<file path="src/design/aesc_pkg.sv">
// Shared types and constants for the arithmetic expression syntax checker.
package aesc_pkg;

    // Deepest bracket nesting that is counted before an overflow error.
    localparam int unsigned MAX_DEPTH = 255;
    localparam int unsigned DEPTH_W   = $clog2(MAX_DEPTH + 1);

    localparam logic [7:0] CH_SPACE = 8'h20;
    localparam logic [7:0] CH_PLUS  = 8'h2B;
    localparam logic [7:0] CH_MINUS = 8'h2D;
    localparam logic [7:0] CH_UNDER = 8'h5F;
    localparam logic [7:0] CH_STAR  = 8'h2A;
    localparam logic [7:0] CH_SLASH = 8'h2F;
    localparam logic [7:0] CH_OPEN  = 8'h28;
    localparam logic [7:0] CH_CLOSE = 8'h29;
    localparam logic [7:0] CH_ZERO  = 8'h30;
    localparam logic [7:0] CH_ONE   = 8'h31;
    localparam logic [7:0] CH_NINE  = 8'h39;

    // Character classes for the neighbour pair checks.
    typedef enum logic [2:0] {
        CLS_OP     = 3'd0,
        CLS_ZERO   = 3'd1,
        CLS_DIGIT  = 3'd2,
        CLS_MULDIV = 3'd3,
        CLS_OPEN   = 3'd4,
        CLS_CLOSE  = 3'd5
    } t_class;

    // One input transaction as held in the input register.
    typedef struct packed {
        logic [7:0] char_code;
        logic       has_char;
        logic       line_end;
    } t_item;

    // Decoded view of one byte.
    typedef struct packed {
        t_class cls;
        logic   ok;
        logic   space;
    } t_char_info;

endpackage

</file>
<file path="src/design/aesc_classify.sv">
// Byte decoder: character class, legality and space detection.
module aesc_classify
    import aesc_pkg::*;
(
    input  logic [7:0] i_char_code,
    output t_char_info o_info
);

    always_comb begin
        o_info.cls   = CLS_OP;
        o_info.ok    = 1'b1;
        o_info.space = (i_char_code == CH_SPACE);
        if (i_char_code == CH_ZERO) begin
            o_info.cls = CLS_ZERO;
        end else if (i_char_code >= CH_ONE && i_char_code <= CH_NINE) begin
            o_info.cls = CLS_DIGIT;
        end else if (i_char_code == CH_STAR || i_char_code == CH_SLASH) begin
            o_info.cls = CLS_MULDIV;
        end else if (i_char_code == CH_OPEN) begin
            o_info.cls = CLS_OPEN;
        end else if (i_char_code == CH_CLOSE) begin
            o_info.cls = CLS_CLOSE;
        end else if (i_char_code == CH_PLUS || i_char_code == CH_MINUS
                     || i_char_code == CH_UNDER || i_char_code == CH_SPACE) begin
            o_info.cls = CLS_OP;
        end else begin
            o_info.ok = 1'b0;
        end
    end

endmodule

</file>
<file path="src/design/aesc_line_state.sv">
// Per-line state (previous class, space flag, depth, sticky error) and verdict.
module aesc_line_state
    import aesc_pkg::*;
(
    input  logic       i_clk,
    input  logic       i_rst_n,
    input  logic       i_advance,
    input  t_item      i_item,
    input  t_char_info i_info,
    output logic       o_malformed,
    output logic       o_depth_zero
);

    t_class               r_prev_class, n_prev_class;
    logic                 r_space_seen, n_space_seen;
    logic [DEPTH_W-1:0]   r_open_depth, n_open_depth;
    logic                 r_error_seen, n_error_seen;

    logic bad_pair;
    logic ends_ok;

    always_comb begin
        bad_pair = 1'b0;
        case (r_prev_class)
            CLS_CLOSE:  bad_pair = (i_info.cls == CLS_DIGIT);
            CLS_MULDIV: bad_pair = (i_info.cls == CLS_CLOSE) || (i_info.cls == CLS_MULDIV);
            CLS_OPEN:   bad_pair = (i_info.cls == CLS_MULDIV);
            CLS_DIGIT:  bad_pair = (i_info.cls == CLS_OPEN)
                                   || ((i_info.cls == CLS_DIGIT) && r_space_seen);
            default:    bad_pair = 1'b0;
        endcase
    end

    always_comb begin
        n_prev_class = r_prev_class;
        n_space_seen = r_space_seen;
        n_open_depth = r_open_depth;
        n_error_seen = r_error_seen;
        if (i_item.has_char) begin
            if (i_info.space) begin
                n_space_seen = 1'b1;
            end else begin
                if (!i_info.ok || bad_pair) begin
                    n_error_seen = 1'b1;
                end
                if (i_info.cls == CLS_OPEN) begin
                    if (r_open_depth >= DEPTH_W'(MAX_DEPTH)) begin
                        n_error_seen = 1'b1;
                    end else begin
                        n_open_depth = r_open_depth + DEPTH_W'(1);
                    end
                end else if (i_info.cls == CLS_CLOSE) begin
                    if (r_open_depth == '0) begin
                        n_error_seen = 1'b1;
                    end else begin
                        n_open_depth = r_open_depth - DEPTH_W'(1);
                    end
                end
                n_prev_class = i_info.cls;
                n_space_seen = 1'b0;
            end
        end
        ends_ok     = (n_prev_class == CLS_ZERO) || (n_prev_class == CLS_DIGIT)
                      || (n_prev_class == CLS_CLOSE);
        o_malformed = n_error_seen || (n_open_depth != '0) || !ends_ok;
        if (i_item.line_end) begin
            n_prev_class = CLS_OP;
            n_space_seen = 1'b0;
            n_open_depth = '0;
            n_error_seen = 1'b0;
        end
    end

    assign o_depth_zero = (r_open_depth == '0);

    always_ff @(posedge i_clk) begin
        if (!i_rst_n) begin
            r_prev_class <= CLS_OP;
            r_space_seen <= 1'b0;
            r_open_depth <= '0;
            r_error_seen <= 1'b0;
        end else if (i_advance) begin
            r_prev_class <= n_prev_class;
            r_space_seen <= n_space_seen;
            r_open_depth <= n_open_depth;
            r_error_seen <= n_error_seen;
        end
    end

endmodule

</file>
<file path="src/design/arith_expression_syntax_check_top.sv">
// Top level of the arithmetic expression syntax checker.
//
// The checker takes an expression one byte per input transaction and returns
// one result transaction, the malformed flag, for each transaction marked
// line_end; other transactions return nothing. A transaction with has_char low
// carries no byte, so an end marker alone closes an empty line (reported as
// malformed). Throughput is one transaction per clock while o_in_stall is low:
// the only feedback loop is the per-line state update. An accepted end-of-line
// transaction reaches the result through the input register, then the result
// register. The result register frees the input side: bytes that do not end a
// line keep flowing while a verdict waits to be taken; only a second line end
// has to wait for the result register. Bracket nesting is counted up to
// MAX_DEPTH in the package; a deeper open bracket flags the line.
module arith_expression_syntax_check_top
    import aesc_pkg::*;
(
    input  logic       i_clk,
    input  logic       i_rst_n,
    // input channel
    input  logic       i_in_valid,
    output logic       o_in_stall,
    input  logic [7:0] i_char_code,
    input  logic       i_has_char,
    input  logic       i_line_end,
    // result channel
    output logic       o_out_valid,
    input  logic       i_out_stall,
    output logic       o_malformed
);

    // Input register
    logic  r_s1_valid;
    t_item r_s1;

    // Result register
    logic  r_out_valid;
    logic  r_malformed;

    t_char_info info;
    logic       malformed;
    logic       depth_zero;
    logic       out_free;
    logic       s1_adv;
    logic       in_take;

    // The result register can load when it is empty or being emptied.
    assign out_free = !r_out_valid || !i_out_stall;
    // Bytes mid-line never need the result register.
    assign s1_adv   = r_s1_valid && (!r_s1.line_end || out_free);
    assign o_in_stall = r_s1_valid && !s1_adv;
    assign in_take  = i_in_valid && !o_in_stall;

    aesc_classify u_classify (
        .i_char_code (r_s1.char_code),
        .o_info      (info)
    );

    aesc_line_state u_line_state (
        .i_clk        (i_clk),
        .i_rst_n      (i_rst_n),
        .i_advance    (s1_adv),
        .i_item       (r_s1),
        .i_info       (info),
        .o_malformed  (malformed),
        .o_depth_zero (depth_zero)
    );

    always_ff @(posedge i_clk) begin
        if (!i_rst_n) begin
            r_s1_valid  <= 1'b0;
            r_out_valid <= 1'b0;
        end else begin
            if (in_take) begin
                r_s1_valid <= 1'b1;
            end else if (s1_adv) begin
                r_s1_valid <= 1'b0;
            end
            if (s1_adv && r_s1.line_end) begin
                r_out_valid <= 1'b1;
            end else if (!i_out_stall) begin
                r_out_valid <= 1'b0;
            end
        end
    end

    // Payload registers, no reset needed
    always_ff @(posedge i_clk) begin
        if (in_take) begin
            r_s1.char_code <= i_char_code;
            r_s1.has_char  <= i_has_char;
            r_s1.line_end  <= i_line_end;
        end
        if (s1_adv && r_s1.line_end) begin
            r_malformed <= malformed;
        end
    end

    assign o_out_valid = r_out_valid;
    assign o_malformed = r_malformed;

    // A new verdict only appears after a line end left the input register.
    a_out_source: assert property (@(posedge i_clk) disable iff (!i_rst_n)
        $rose(o_out_valid) |-> $past(s1_adv && r_s1.line_end))
        else $error("result appeared without a line end");

    // A waiting verdict is never overwritten by the next line end.
    a_no_overwrite: assert property (@(posedge i_clk) disable iff (!i_rst_n)
        (r_out_valid && i_out_stall) |-> !(s1_adv && r_s1.line_end))
        else $error("pending result overwritten");

    // Every line leaves the bracket counter cleared.
    a_depth_cleared: assert property (@(posedge i_clk) disable iff (!i_rst_n)
        (s1_adv && r_s1.line_end) |=> depth_zero)
        else $error("bracket depth not cleared at line end");

    // Input is held back only when the input register holds a line end while a verdict waits.
    a_stall_cause: assert property (@(posedge i_clk) disable iff (!i_rst_n)
        o_in_stall |-> (r_s1_valid && r_s1.line_end && r_out_valid))
        else $error("input stalled without a pending line end");

endmodule
</file>
<file path="config.mk">
export PLATFORM = sky130hd
export DESIGN_NAME = arith_expression_syntax_check_top
export DESIGN_NICKNAME = d
export VERILOG_FILES = /design/src/design/aesc_pkg.sv /design/src/design/aesc_classify.sv /design/src/design/aesc_line_state.sv /design/src/design/arith_expression_syntax_check_top.sv
export SDC_FILE = /design/constraint.sdc
export NUM_CORES = 1
export LEC_CHECK = 0
export ABC_AREA = 1
export BUFFER_PORTS_ARGS = -buffer_cell sky130_fd_sc_hd__clkbuf_2
export CAP_MARGIN = 20
export CORE_MARGIN = 1
export CORE_UTILIZATION = 40
export DETAILED_ROUTE_END_ITERATION = 6
export HOLD_SLACK_MARGIN = 0.03
export MAX_ROUTING_LAYER = met4
export PLACE_DENSITY_LB_ADDON = 0.25
export RECOVER_POWER = 100
export SYNTH_ARGS = -nofsm -noshare
export SYNTH_HDL_FRONTEND = slang
export SYNTH_SLANG_ARGS = --single-unit
</file>
<file path="constraint.sdc">
create_clock -name i_clk -period 1.74 [get_ports i_clk]
set_clock_uncertainty 0.1 [all_clocks]
set_input_delay 0 -clock i_clk [delete_from_list [all_inputs] [get_ports i_clk]]
set_output_delay 0 -clock i_clk [all_outputs]
set_load 0.005 [all_outputs]
</file>
==> flow_metrics.env, run 1 <==
export IMPL_cell_chain_critical_path="nor2_4 > nand3_4 > o21ai_4 > buf_4 > buf_4 > a21oi_1 > nand2_1 > nand2_1 > nor2_1 > nand4_1"
export IMPL_iter_0_drt_violations=165
export IMPL_layout_area_overhead_vs_synth_pct=51.2
export IMPL_period_needed_ns=2.12
export IMPL_buffer_ports_inserted=16
export IMPL_synthesis_instances=311
export IMPL_grt_start_max_net_pins=16
export IMPL_fin_crit_share_pct=122
export IMPL_synthesis_area_mm2=0.00202
export IMPL_fillers=427
export IMPL_pwr_density_cell_mw_per_mm2=453
export IMPL_final_cells=479
export IMPL_largest_stage_delay_on_the_critical_path_ns=0.43
export IMPL_overall_power_w=0.00139
export IMPL_hold_path_class="in -> reg"
export IMPL_clock_sinks=26
export IMPL_top_usage_layer="met2"
export IMPL_io_pin_count=17
export IMPL_status="complete, but fails checks"
export IMPL_clockBufferDepth=2
export IMPL_synth_warning_count=0
export IMPL_worst_path_clk_slew_ns=0.09
export IMPL_number_of_antenna_violations_at_the_first_check_in_global_routing=0
export IMPL_worst_slew_pin_tran_ns=0.375
export IMPL_detailed_route_drc_error_count=0
export IMPL_grt_pass1_vias=2069
export IMPL_height_of_the_chip_um=73.1
export IMPL_fin_hold_ws_ns=0.337
export IMPL_layout_common_cells="90 x nand2_1, 67 x buf_4, 38 x nor2_1"
export IMPL_cts_htree_levels=1
export IMPL_grtUsageMet3_pct=1.66
export IMPL_vdd_ir_drop_max_v=0.000452
export IMPL_hpwlAfterDp_mm=4.22
export IMPL_grt_pass1_wl_mm=9.34
export IMPL_synth_ff_latch_count=26
export IMPL_critPathKind="reg -> reg"
export IMPL_top_achievable_clock_speed_ghz=0.472
export IMPL_crit_buf_inv=2
export IMPL_post_route_worst_setup_slack_ns=-0.379
export IMPL_met2_usage_pct=37.7
export IMPL_clk_insertion_delay_late_ns=0.27
export IMPL_final_hold_viol_count=0
export IMPL_slew_viol_final=0
export IMPL_vias_per_cell=4.82
export IMPL_initial_utilization_pct=42.3
export IMPL_failed_checks="negative setup slack"
export IMPL_placement_rows=25
export IMPL_mappedNetlistNets=328
export IMPL_cts_buffers_inserted=3
export IMPL_static_leakage_power_nw=1.46
export IMPL_grt_overflow=0
export IMPL_seq_area_um2=636
export IMPL_final_util_pct=64.0
export IMPL_critical_path_top_delay_family="simple AND/OR/NAND/NOR gates"
export IMPL_layout_cells_most_common="nand2_1"
export IMPL_synth_distinct_cells=34
export IMPL_drive_gt1_share_pct=38.6
export IMPL_wirelength_mm=6.02
export IMPL_grtUsageTotal_pct=23.2
export IMPL_via_count=2309
export IMPL_core_region_area_mm2=0.00479
export IMPL_multi_input_area_mm2=0.00134
export IMPL_critical_path_endpoint_type="register"
export IMPL_antenna_diode_count=0
export IMPL_design_die_area_mm2=0.00535
export IMPL_timing_critical_path_required_ns=1.66
export IMPL_globalplace_congestion=0.956
export IMPL_timing_final_setup_violations=12
export IMPL_post_drt_wl_per_cell_um=12.6
export IMPL_maxSlewHeadroom_pct=75.0
export IMPL_postRouteAntennaNets=0
export IMPL_cts_root_buffer="clkbuf_8"
export IMPL_arrival_ns=2.04
export IMPL_worst_setup_path_start_kind="register"
export IMPL_design_final_nets=430
export IMPL_cts_tree="done"
export IMPL_grt_util_met1_pct=31.0
export IMPL_cp_max_fo=6
export IMPL_die_x_um=73.1
export IMPL_yosysSeqAreaShare_pct=31.1
export IMPL_postSynthAreaPerCell_um2=6.51
export IMPL_grt_setup_unrepaired="yes"
export IMPL_drt_pre_antenna_iters=6
export IMPL_cpMaxStageDelayCell="edfxtp_1"
export IMPL_dpl_cell_count=447
export IMPL_drv_cap=0
==> registers in the layout (all words and copies together), names as in the netlist <==
| signal | flops |
|---|---|
| o_malformed | 1 |
| o_out_valid | 1 |
| r_s1 | 10 |
| r_s1_valid | 1 |
| u_line_state.r_error_seen | 1 |
| u_line_state.r_open_depth | 8 |
| u_line_state.r_prev_class | 3 |
| u_line_state.r_space_seen | 1 |
==> through the flow <==
stage / setup slack, ns / cell area (µm²) / setup TNS [ns]
6_report: -0.379 / 3060 / -1.87
2_1_floorplan: -0.0819 / 2030 / -0.0819
4_1_cts: -0.281 / 2910 / -1.33
3_5_place_dp: -0.304 / 2610 / -1.58
3_3_place_gp: -0.284 / 2610 / -1.49
5_1_grt: -0.523 / 3060 / -3.24
==> per-layer routing <==
| layer | routed length [µm] | share of wire (%) |
|---|---|---|
| met5 | 0 | 0 |
| met4 | 135 | 2.2 |
| met3 | 284 | 4.7 |
| met2 | 2810 | 47 |
| met1 | 2790 | 46 |
==> worst register-to-register path, delay by kind of cell (launching register included) <==
family                 cells  cell delay, ns
AND/OR/NAND/NOR            6            0.73
flip-flops                 1            0.43
AO/OA/AOI/OAI              2            0.30
buffers and inverters      2            0.30
==> report_power, final <==
| group | internal [W] | total, W | switching, W | leakage, nW |
|---|---|---|---|---|
| logic | 0.000105 | 0.000213 | 0.000108 | 1.20 |
| registers | 0.000656 | 0.000673 | 0.0000176 | 0.229 |
| clock network | 0.000308 | 0.000499 | 0.000191 | 0.0357 |
==> cell type report <==
| type | instances | area share [%] |
|---|---|---|
| clock buffers | 3 | 1.35 |
| clock inverters | 1 | 0.981 |
| inverters | 35 | 4.54 |
| multi-input cells | 243 | 43.6 |
| flip-flops and latches | 26 | 20.8 |
| well taps | 67 | 2.74 |
| repair buffers | 104 | 26.0 |
==> logic make-up after synthesis <==
family	count (synthesis)	share of synthesized area, %
XOR/XNOR	3	1.30
flip-flops	26	31.1
multiplexers	1	0.494
AND/OR/NAND/NOR	202	45.8
adder cells (fa/ha/maj)	3	1.85
AO/OA/AOI/OAI	33	9.77
buffers and inverters	43	9.64
==> final timing paths <==
| check | start | cells past startpoint | slack [ns] | to |
|---|---|---|---|---|
| min | i_char_code[5] | 2 | 0.34 | r_s1[7] |
| max | r_s1[8] | 10 | -0.38 | o_malformed |
| max reg2reg | r_s1[8] | 10 | -0.38 | o_malformed |
| min reg2reg | u_line_state.r_prev_class[1] | 2 | 0.37 | u_line_state.r_prev_class[1] |
==> synthesized netlist by cell type <==
master / instances / area share, %
nor2_1: 41 / 7.6
clkbuf_1: 2 / 0.37
buf_4: 1 / 0.37
dfxtp_1: 15 / 15
inv_2: 6 / 1.1
xor2_1: 3 / 1.3
nand3_4: 1 / 0.87
nand3_2: 1 / 0.49
nand2_2: 4 / 1.2
o21a_1: 2 / 0.74
buf_2: 2 / 0.49
nor2_4: 5 / 2.8
edfxtp_1: 11 / 16
nand2_1: 97 / 18
o21ai_4: 1 / 0.80
o21ai_2: 1 / 0.43
o21ai_1: 6 / 1.5
a21oi_1: 14 / 3.5
nand4_1: 5 / 1.5
nand3_1: 32 / 7.9
nand2_4: 1 / 0.56
nor2_2: 8 / 2.5
ha_1: 3 / 1.9
mux2i_1: 1 / 0.49
nor3_1: 5 / 1.2
a21oi_2: 2 / 0.87
nor3b_2: 1 / 0.62
o21ai_0: 5 / 1.2
a31o_2: 1 / 0.43
nor3_2: 1 / 0.49
buf_6: 3 / 1.7
clkinv_4: 1 / 0.43
inv_1: 28 / 5.2
o22ai_1: 1 / 0.31
==> repair_timing <==
item                       CTS  global route
cloned                       1             0
buffers inserted             4            10
pin swaps                    4             9
hold buffers                14             0
hold endpoints to repair    14             0
setup endpoints to repair   12            13
resized for setup           17            28
(Power assumes the default switching activity.)
==> run 2: changes to the inputs <==
Settings changed: ABC_AREA 1 to not set, PLACE_DENSITY set to 0.65, PLACE_DENSITY_LB_ADDON 0.25 to not set.
==> run 2 against run 1 <==
The flow still finishes with violations (negative setup slack). Worst hold slack worse by 0.27 ns. Clock power shrank 26%. Routed wire length increased by 31%. First-iteration DRC count up 30%. Sequential share of layout area fell by 2.1 points. Non-clock buffer count is 33 higher. Via count rose by 9.1%. Sequential cell count stayed put. Clock-buffer cell count is the same. Synthesized cell count decreased by 28%. Power grew 0.19%. Highest routed layer unchanged.
==> flow_metrics.env, run 2 <==
export IMPL_ys_top_cells_by_count="20 x nand2_1, 15 x dfxtp_1, 11 x clkbuf_1, 11 x edfxtp_1, 11 x nand4_1"
export IMPL_cts_root_buffer="clkbuf_8"
export IMPL_globalplace_congestion=0.921
export IMPL_grtUsageTotal_pct=29.1
export IMPL_rr_worst_depth=8
export IMPL_hpwlAfterDp_mm=4.76
export IMPL_arrival_ns=2.43
export IMPL_layout_cells_most_common="buf_4"
export IMPL_clock_sinks=26
export IMPL_status="complete, but fails checks"
export IMPL_registers_with_the_most_flip_flops="r_s1 (10), u_line_state.r_open_depth (8), u_line_state.r_prev_class (3)"
export IMPL_synth_xor_area_share_pct=0.448
export IMPL_layout_area_overhead_vs_synth_pct=73.0
export IMPL_die_x_um=71.9
export IMPL_placement_rows=25
export IMPL_timing_critical_path_required_ns=1.67
export IMPL_final_cells=416
export IMPL_vias_per_cell=6.05
export IMPL_multi_input_area_mm2=0.00151
export IMPL_worst_slew_pin_tran_ns=0.496
export IMPL_design_die_area_mm2=0.00518
export IMPL_min_delay_path_depth=2
export IMPL_detailed_route_drc_error_count=0
export IMPL_grt_overflow=0
export IMPL_post_drt_wl_per_cell_um=19.0
export IMPL_seq_area_um2=631
export IMPL_cp_max_fo=8
export IMPL_synth_ff_latch_count=26
export IMPL_synthFlopType="dfxtp_1"
export IMPL_synth_distinct_cells=67
export IMPL_maxSlewHeadroom_pct=66.8
export IMPL_post_route_worst_setup_slack_ns=-0.766
export IMPL_synthTopCellsByArea="edfxtp_1 17%, dfxtp_1 15%, nand2_1 3.8%, nand4_1 3.5%, a21boi_0 2.7%"
export IMPL_synth_enable_flop_cells=11
export IMPL_critical_path_top_delay_family="simple AND/OR/NAND/NOR gates"
export IMPL_mappedNetlistNets=242
export IMPL_overall_power_w=0.00139
export IMPL_clk_insertion_delay_late_ns=0.29
export IMPL_antenna_diode_count=0
export IMPL_pwr_density_cell_mw_per_mm2=410
export IMPL_timing_reg2reg_setup_slack_ns=-0.77
export IMPL_cts_tree="done"
export IMPL_fillers=308
export IMPL_critPathKind="reg -> reg"
export IMPL_synth_adder_area_share_pct=1.92
export IMPL_largest_area_contributor_in_the_synthesized_netlist="edfxtp_1"
export IMPL_grt_pass1_wl_mm=11.2
export IMPL_yosysSeqAreaShare_pct=32.2
export IMPL_synth_top_family_by_area="simple AND/OR/NAND/NOR gates"
export IMPL_hold_path_class="in -> reg"
export IMPL_failed_checks="negative setup slack"
export IMPL_layout_common_cells="91 x buf_4, 19 x nand2_1, 15 x clkbuf_2, 15 x dfxtp_1, 15 x buf_6"
export IMPL_postSynthAreaPerCell_um2=8.70
export IMPL_core_region_area_mm2=0.00472
export IMPL_final_hold_viol_count=0
export IMPL_dpl_cell_count=378
export IMPL_drive_gt1_share_pct=49.9
export IMPL_slew_viol_final=0
export IMPL_synthDominantCellAreaShare_pct=16.9
export IMPL_largest_reg_flops=10
export IMPL_post_synthesis_compound_gate_area_fraction_pct=27.1
export IMPL_finalInstanceArea_mm2=0.00338
export IMPL_via_count=2518
export IMPL_critical_path_endpoint_type="register"
export IMPL_grt_pass1_vias=2373
export IMPL_cpMaxStageDelayCell="or4_4"
export IMPL_cell_chain_critical_path="buf_4 > or4_4 > o21ai_4 > buf_6 > o21a_1 > a211oi_2 > nor4_2 > nand4_1"
export IMPL_postRouteAntennaNets=0
export IMPL_timing_critical_path_from="r_s1[4]"
export IMPL_grt_start_max_net_pins=16
export IMPL_cts_htree_levels=1
export IMPL_yosys_area_share_simple_pct=32.0
export IMPL_height_of_the_chip_um=71.9
export IMPL_buffer_ports_inserted=16
export IMPL_crit_buf_inv=2
export IMPL_largest_register="r_s1"
export IMPL_top_achievable_clock_speed_ghz=0.399
export IMPL_initial_utilization_pct=41.4
export IMPL_worst_setup_path_start_kind="register"
export IMPL_number_of_antenna_violations_at_the_first_check_in_global_routing=0
export IMPL_drt_pre_antenna_iters=5
export IMPL_timing_final_setup_violations=14
export IMPL_io_pin_count=17
export IMPL_largest_stage_delay_on_the_critical_path_ns=0.54
export IMPL_fin_crit_share_pct=144
export IMPL_period_needed_ns=2.51
export IMPL_drv_cap=0
export IMPL_wirelength_mm=7.89
export IMPL_iter_0_drt_violations=214
export IMPL_detailed_place_area_mm2=0.00279
export IMPL_static_leakage_power_nw=1.44
export IMPL_worst_path_clk_slew_ns=0.10
export IMPL_clockBufferDepth=2
export IMPL_share_of_cell_area_taken_by_muxes_after_synthesis_pct=0
export IMPL_synthesis_area_mm2=0.00196
export IMPL_grt_setup_unrepaired="yes"
export IMPL_synthesis_instances=225
export IMPL_vdd_ir_drop_max_v=0.000417
export IMPL_cp_depth=8
export IMPL_design_final_nets=367
export IMPL_synth_warning_count=0
export IMPL_worstSetupEndpoint="o_malformed"
export IMPL_synth_async_reset_ratio_pct=0
export IMPL_r2r_start="r_s1[4]"
export IMPL_worst_r2r_endpoint="o_malformed"
export IMPL_cts_buffers_inserted=3
export IMPL_post_synth_top_count_cell="nand2_1"
## run 2: cell count changes in the layout (fill, tap and decap cells not counted), sizes merged, moves of 5 or more
cell	delta
nor4	+5
nand2	-82
nand3	-25
nand4	+6
and3	+6
o32ai	+5
buf	+35
nor2b	+6
inv	-25
nor2	-45
a21oi	-9
a21boi	+9
## run 2: area by class of cell
class | count | share of cell area (%)
Tap cell | 67 | 2.48
Inverter | 9 | 0.998
Clock inverter | 1 | 0.111
Clock buffer | 3 | 1.22
Timing Repair Buffer | 137 | 31.9
Sequential cell | 26 | 18.6
Multi-Input combinational cell | 173 | 44.7
## run 2: cell families after synthesis
group                    Yosys count
AO/OA/AOI/OAI                     72
XOR/XNOR                           1
adder cells (fa/ha/maj)            3
buffers and inverters             26
flip-flops                        26
AND/OR/NAND/NOR                   97
## run 2: how the worst min path moves through the flow
stage                         startpoint                        end  slack (ns)
after global routing             i_rst_n  u_line_state.r_space_seen        0.06
after floorplan               i_line_end                    r_s1[0]      -0.001
final                            i_rst_n  u_line_state.r_space_seen        0.07
after global placement    i_char_code[2]                    r_s1[4]        0.08
after CTS                        i_rst_n  u_line_state.r_space_seen        0.03
after detailed placement  i_char_code[6]                    r_s1[8]        0.08
## run 2: routing by layer
layer / track usage [%] / routed length [µm] / share of wire, % / up-vias
met5: - / 0 / 0 / -
met4: 13.9 / 333 / 4.2 / 0
met2: 47.1 / 3860 / 49 / 130
met1: 35.4 / 3200 / 41 / 1212
li1: - / - / - / 1132
met3: 4.86 / 490 / 6.2 / 44
## run 2: repair_timing
item | CTS | global route
gates resized for setup | 23 | 33
setup endpoints to repair | 13 | 14
hold endpoints to repair | 12 | 0
pin swaps | 18 | 20
setup buffers | 11 | 12
hold buffers | 13 | 0
## run 2: metrics by stage
stage	hold slack [ns]	setup slack, ns	TNS, ns	utilization [%]
final	0.0712	-0.766	-7.05	71.7
after CTS	0.0336	-0.696	-6.22	66.6
after floorplan	-0.00113	-0.520	-2.57	-
after global routing	0.0632	-0.906	-8.67	71.7
after global placement	0.0768	-0.757	-5.84	59.1
after detailed placement	0.0786	-0.776	-6.19	59.1
## run 2: power by group
group,internal [W],leakage [nW],total [W],switching [W]
registers,0.000656,0.227,0.000678,0.0000224
logic,0.000179,1.19,0.000339,0.000160
clock network,0.000159,0.0231,0.000371,0.000212
total,0.000995,1.44,0.00139,0.000394
==> run 3: changes to the inputs <==
Settings changed: CORE_UTILIZATION 40 to 32, PLACE_DENSITY 0.65 to 0.56.
==> run 3 against run 2 <==
The flow still finishes with violations (negative setup slack). Power decreased by 2.9%. Sequential share of layout area up 0.40 points. Sequential power hardly changed. Setup slack improved by 0.060 ns. Cell count shrank 0.48%. Routed wire length fell by 13%. Worst hold slack got worse by 0.038 ns. First-iteration DRC count is 27% lower. Cell area decreased by 2.1%. Maximum frequency rose by 2.5%. Largest power group unchanged. Highest routed layer unchanged.
==> flow_metrics.env, run 3 (synthesis gave the netlist of run 2 again) <==
export IMPL_static_leakage_power_nw=1.37
export IMPL_die_x_um=80.2
export IMPL_clk_insertion_delay_late_ns=0.27
export IMPL_drt_pre_antenna_iters=4
export IMPL_fin_crit_share_pct=141
export IMPL_registers_with_the_most_flip_flops="r_s1 (10), u_line_state.r_open_depth (8), u_line_state.r_prev_class (3)"
export IMPL_met2_usage_pct=38.4
export IMPL_top_achievable_clock_speed_ghz=0.409
export IMPL_globalplace_congestion=0.928
export IMPL_clock_sinks=26
export IMPL_antenna_diode_count=0
export IMPL_clockBufferDepth=2
export IMPL_grt_overflow=0
export IMPL_slew_viol_final=0
export IMPL_final_cells=414
export IMPL_rr_worst_depth=7
export IMPL_finalInstanceArea_mm2=0.00331
export IMPL_holdPathEnd="r_s1_valid"
export IMPL_wirelength_mm=6.85
export IMPL_grtUsageMet3_pct=2.05
export IMPL_largest_register="r_s1"
export IMPL_worst_path_clk_slew_ns=0.10
export IMPL_vias_per_cell=5.55
export IMPL_via_count=2298
export IMPL_cts_htree_levels=1
export IMPL_post_route_worst_setup_slack_ns=-0.706
export IMPL_dpl_cell_count=382
export IMPL_status="complete, but fails checks"
export IMPL_detailed_place_area_mm2=0.00277
export IMPL_maxSlewHeadroom_pct=67.5
export IMPL_core_region_area_mm2=0.00592
export IMPL_period_needed_ns=2.45
export IMPL_min_delay_path_depth=2
export IMPL_io_pin_count=17
export IMPL_worst_slew_pin_tran_ns=0.487
export IMPL_failed_checks="negative setup slack"
export IMPL_grt_util_met1_pct=27.3
export IMPL_grt_start_max_net_pins=16
export IMPL_layout_common_cells="82 x buf_4, 19 x nand2_1, 17 x clkbuf_2"
export IMPL_cts_buffers_inserted=3
export IMPL_design_final_nets=357
export IMPL_drv_cap=0
export IMPL_iter_0_drt_violations=156
export IMPL_overall_power_w=0.00135
export IMPL_cp_max_fo=7
export IMPL_timing_critical_path_required_ns=1.64
export IMPL_hold_path_class="in -> reg"
export IMPL_layout_cells_most_common="buf_4"
export IMPL_grt_setup_unrepaired="yes"
export IMPL_postRouteAntennaNets=0
export IMPL_grtUsageTotal_pct=22.1
export IMPL_worst_r2r_endpoint="o_malformed"
export IMPL_top_usage_layer="met2"
export IMPL_placement_rows=28
export IMPL_timing_final_setup_violations=13
export IMPL_largest_reg_flops=10
export IMPL_cts_root_buffer="clkbuf_8"
export IMPL_pwr_density_cell_mw_per_mm2=407
export IMPL_vdd_ir_drop_max_v=0.000433
export IMPL_arrival_ns=2.35
export IMPL_buffer_ports_inserted=16
export IMPL_cts_tree="done"
export IMPL_fin_hold_ws_ns=0.0335
export IMPL_worst_setup_path_start_kind="register"
export IMPL_min_delay_start="i_rst_n"
export IMPL_initial_utilization_pct=33.1
export IMPL_grt_pass1_vias=2277
export IMPL_detailed_route_drc_error_count=0
export IMPL_post_drt_wl_per_cell_um=16.5
export IMPL_critPathKind="reg -> reg"
export IMPL_drive_gt1_share_pct=49.9
export IMPL_final_hold_viol_count=0
export IMPL_height_of_the_chip_um=80.2
export IMPL_grt_pass1_wl_mm=10.7
export IMPL_r2r_start="r_s1[4]"
export IMPL_design_die_area_mm2=0.00643
export IMPL_timing_reg2reg_setup_slack_ns=-0.71
export IMPL_number_of_antenna_violations_at_the_first_check_in_global_routing=0
export IMPL_layout_area_overhead_vs_synth_pct=69.3
export IMPL_hpwlAfterDp_mm=4.87
export IMPL_critical_path_endpoint_type="register"
==> run 3: cell count changes in the layout (fill, tap and decap cells not counted), sizes merged <==
cell / change
buf: -9
clkbuf: +1
clkinv: -1
dlygate4sd3: -1
==> run 3: routing by layer <==
layer	wire length, µm	vias up
li1	-	1102
met1	3090	1116
met2	3400	67
met3	230	13
met4	122	0
met5	0	-
==> run 3: final cells by class <==
cell class / count / area (µm²)
timing repair buffer: 127 / 1000
sequential: 26 / 631
inverter: 9 / 33.8
tap: 75 / 93.8
clock buffer: 4 / 45.0
fill: 520 / 2610
multi-input combinational: 173 / 1510
==> run 3: what timing repair did <==
action                                  in CTS  in global routing
gates resized for setup                     38                 17
setup buffers                               12                  4
endpoints found under the hold margin       12                  0
endpoints found under the setup margin      13                 14
pin swaps                                   14                 11
hold buffers                                12                  0
==> run 3: where the power goes <==
part	leakage [nW]	switching [W]	internal, W
logic	1.12	0.000146	0.000165
clock network	0.0228	0.000197	0.000164
registers	0.227	0.0000214	0.000656
total	1.37	0.000364	0.000985
==> run 3: worst max path at each step <==
stage	to	start	slack, ns	cells past startpoint
after floorplan	o_malformed	r_s1[6]	-0.52	7
after global placement	o_malformed	r_s1[2]	-0.74	8
after detailed placement	o_malformed	r_s1[2]	-0.72	8
after CTS	o_malformed	r_s1[6]	-0.67	8
after global routing	o_malformed	r_s1[4]	-0.78	9
final	o_malformed	r_s1[4]	-0.71	7
==> run 3: critical path, cell delays in order, from the launching register on <==
cell,delay (ns)
edfxtp_1,0.39
buf_6,0.15
or4_4,0.54
o21ai_4,0.23
a32o_2,0.22
o32ai_2,0.10
nor4_2,0.32
nand4_1,0.13
==> run 3: through the flow <==
stage | setup TNS (ns) | util [%] | setup WS [ns]
2_1_floorplan | -2.57 | - | -0.520
3_3_place_gp | -5.69 | 46.8 | -0.741
3_5_place_dp | -5.81 | 46.8 | -0.725
4_1_cts | -5.09 | 54.0 | -0.666
5_1_grt | -6.85 | 56.0 | -0.778
6_report | -5.51 | 56.0 | -0.706
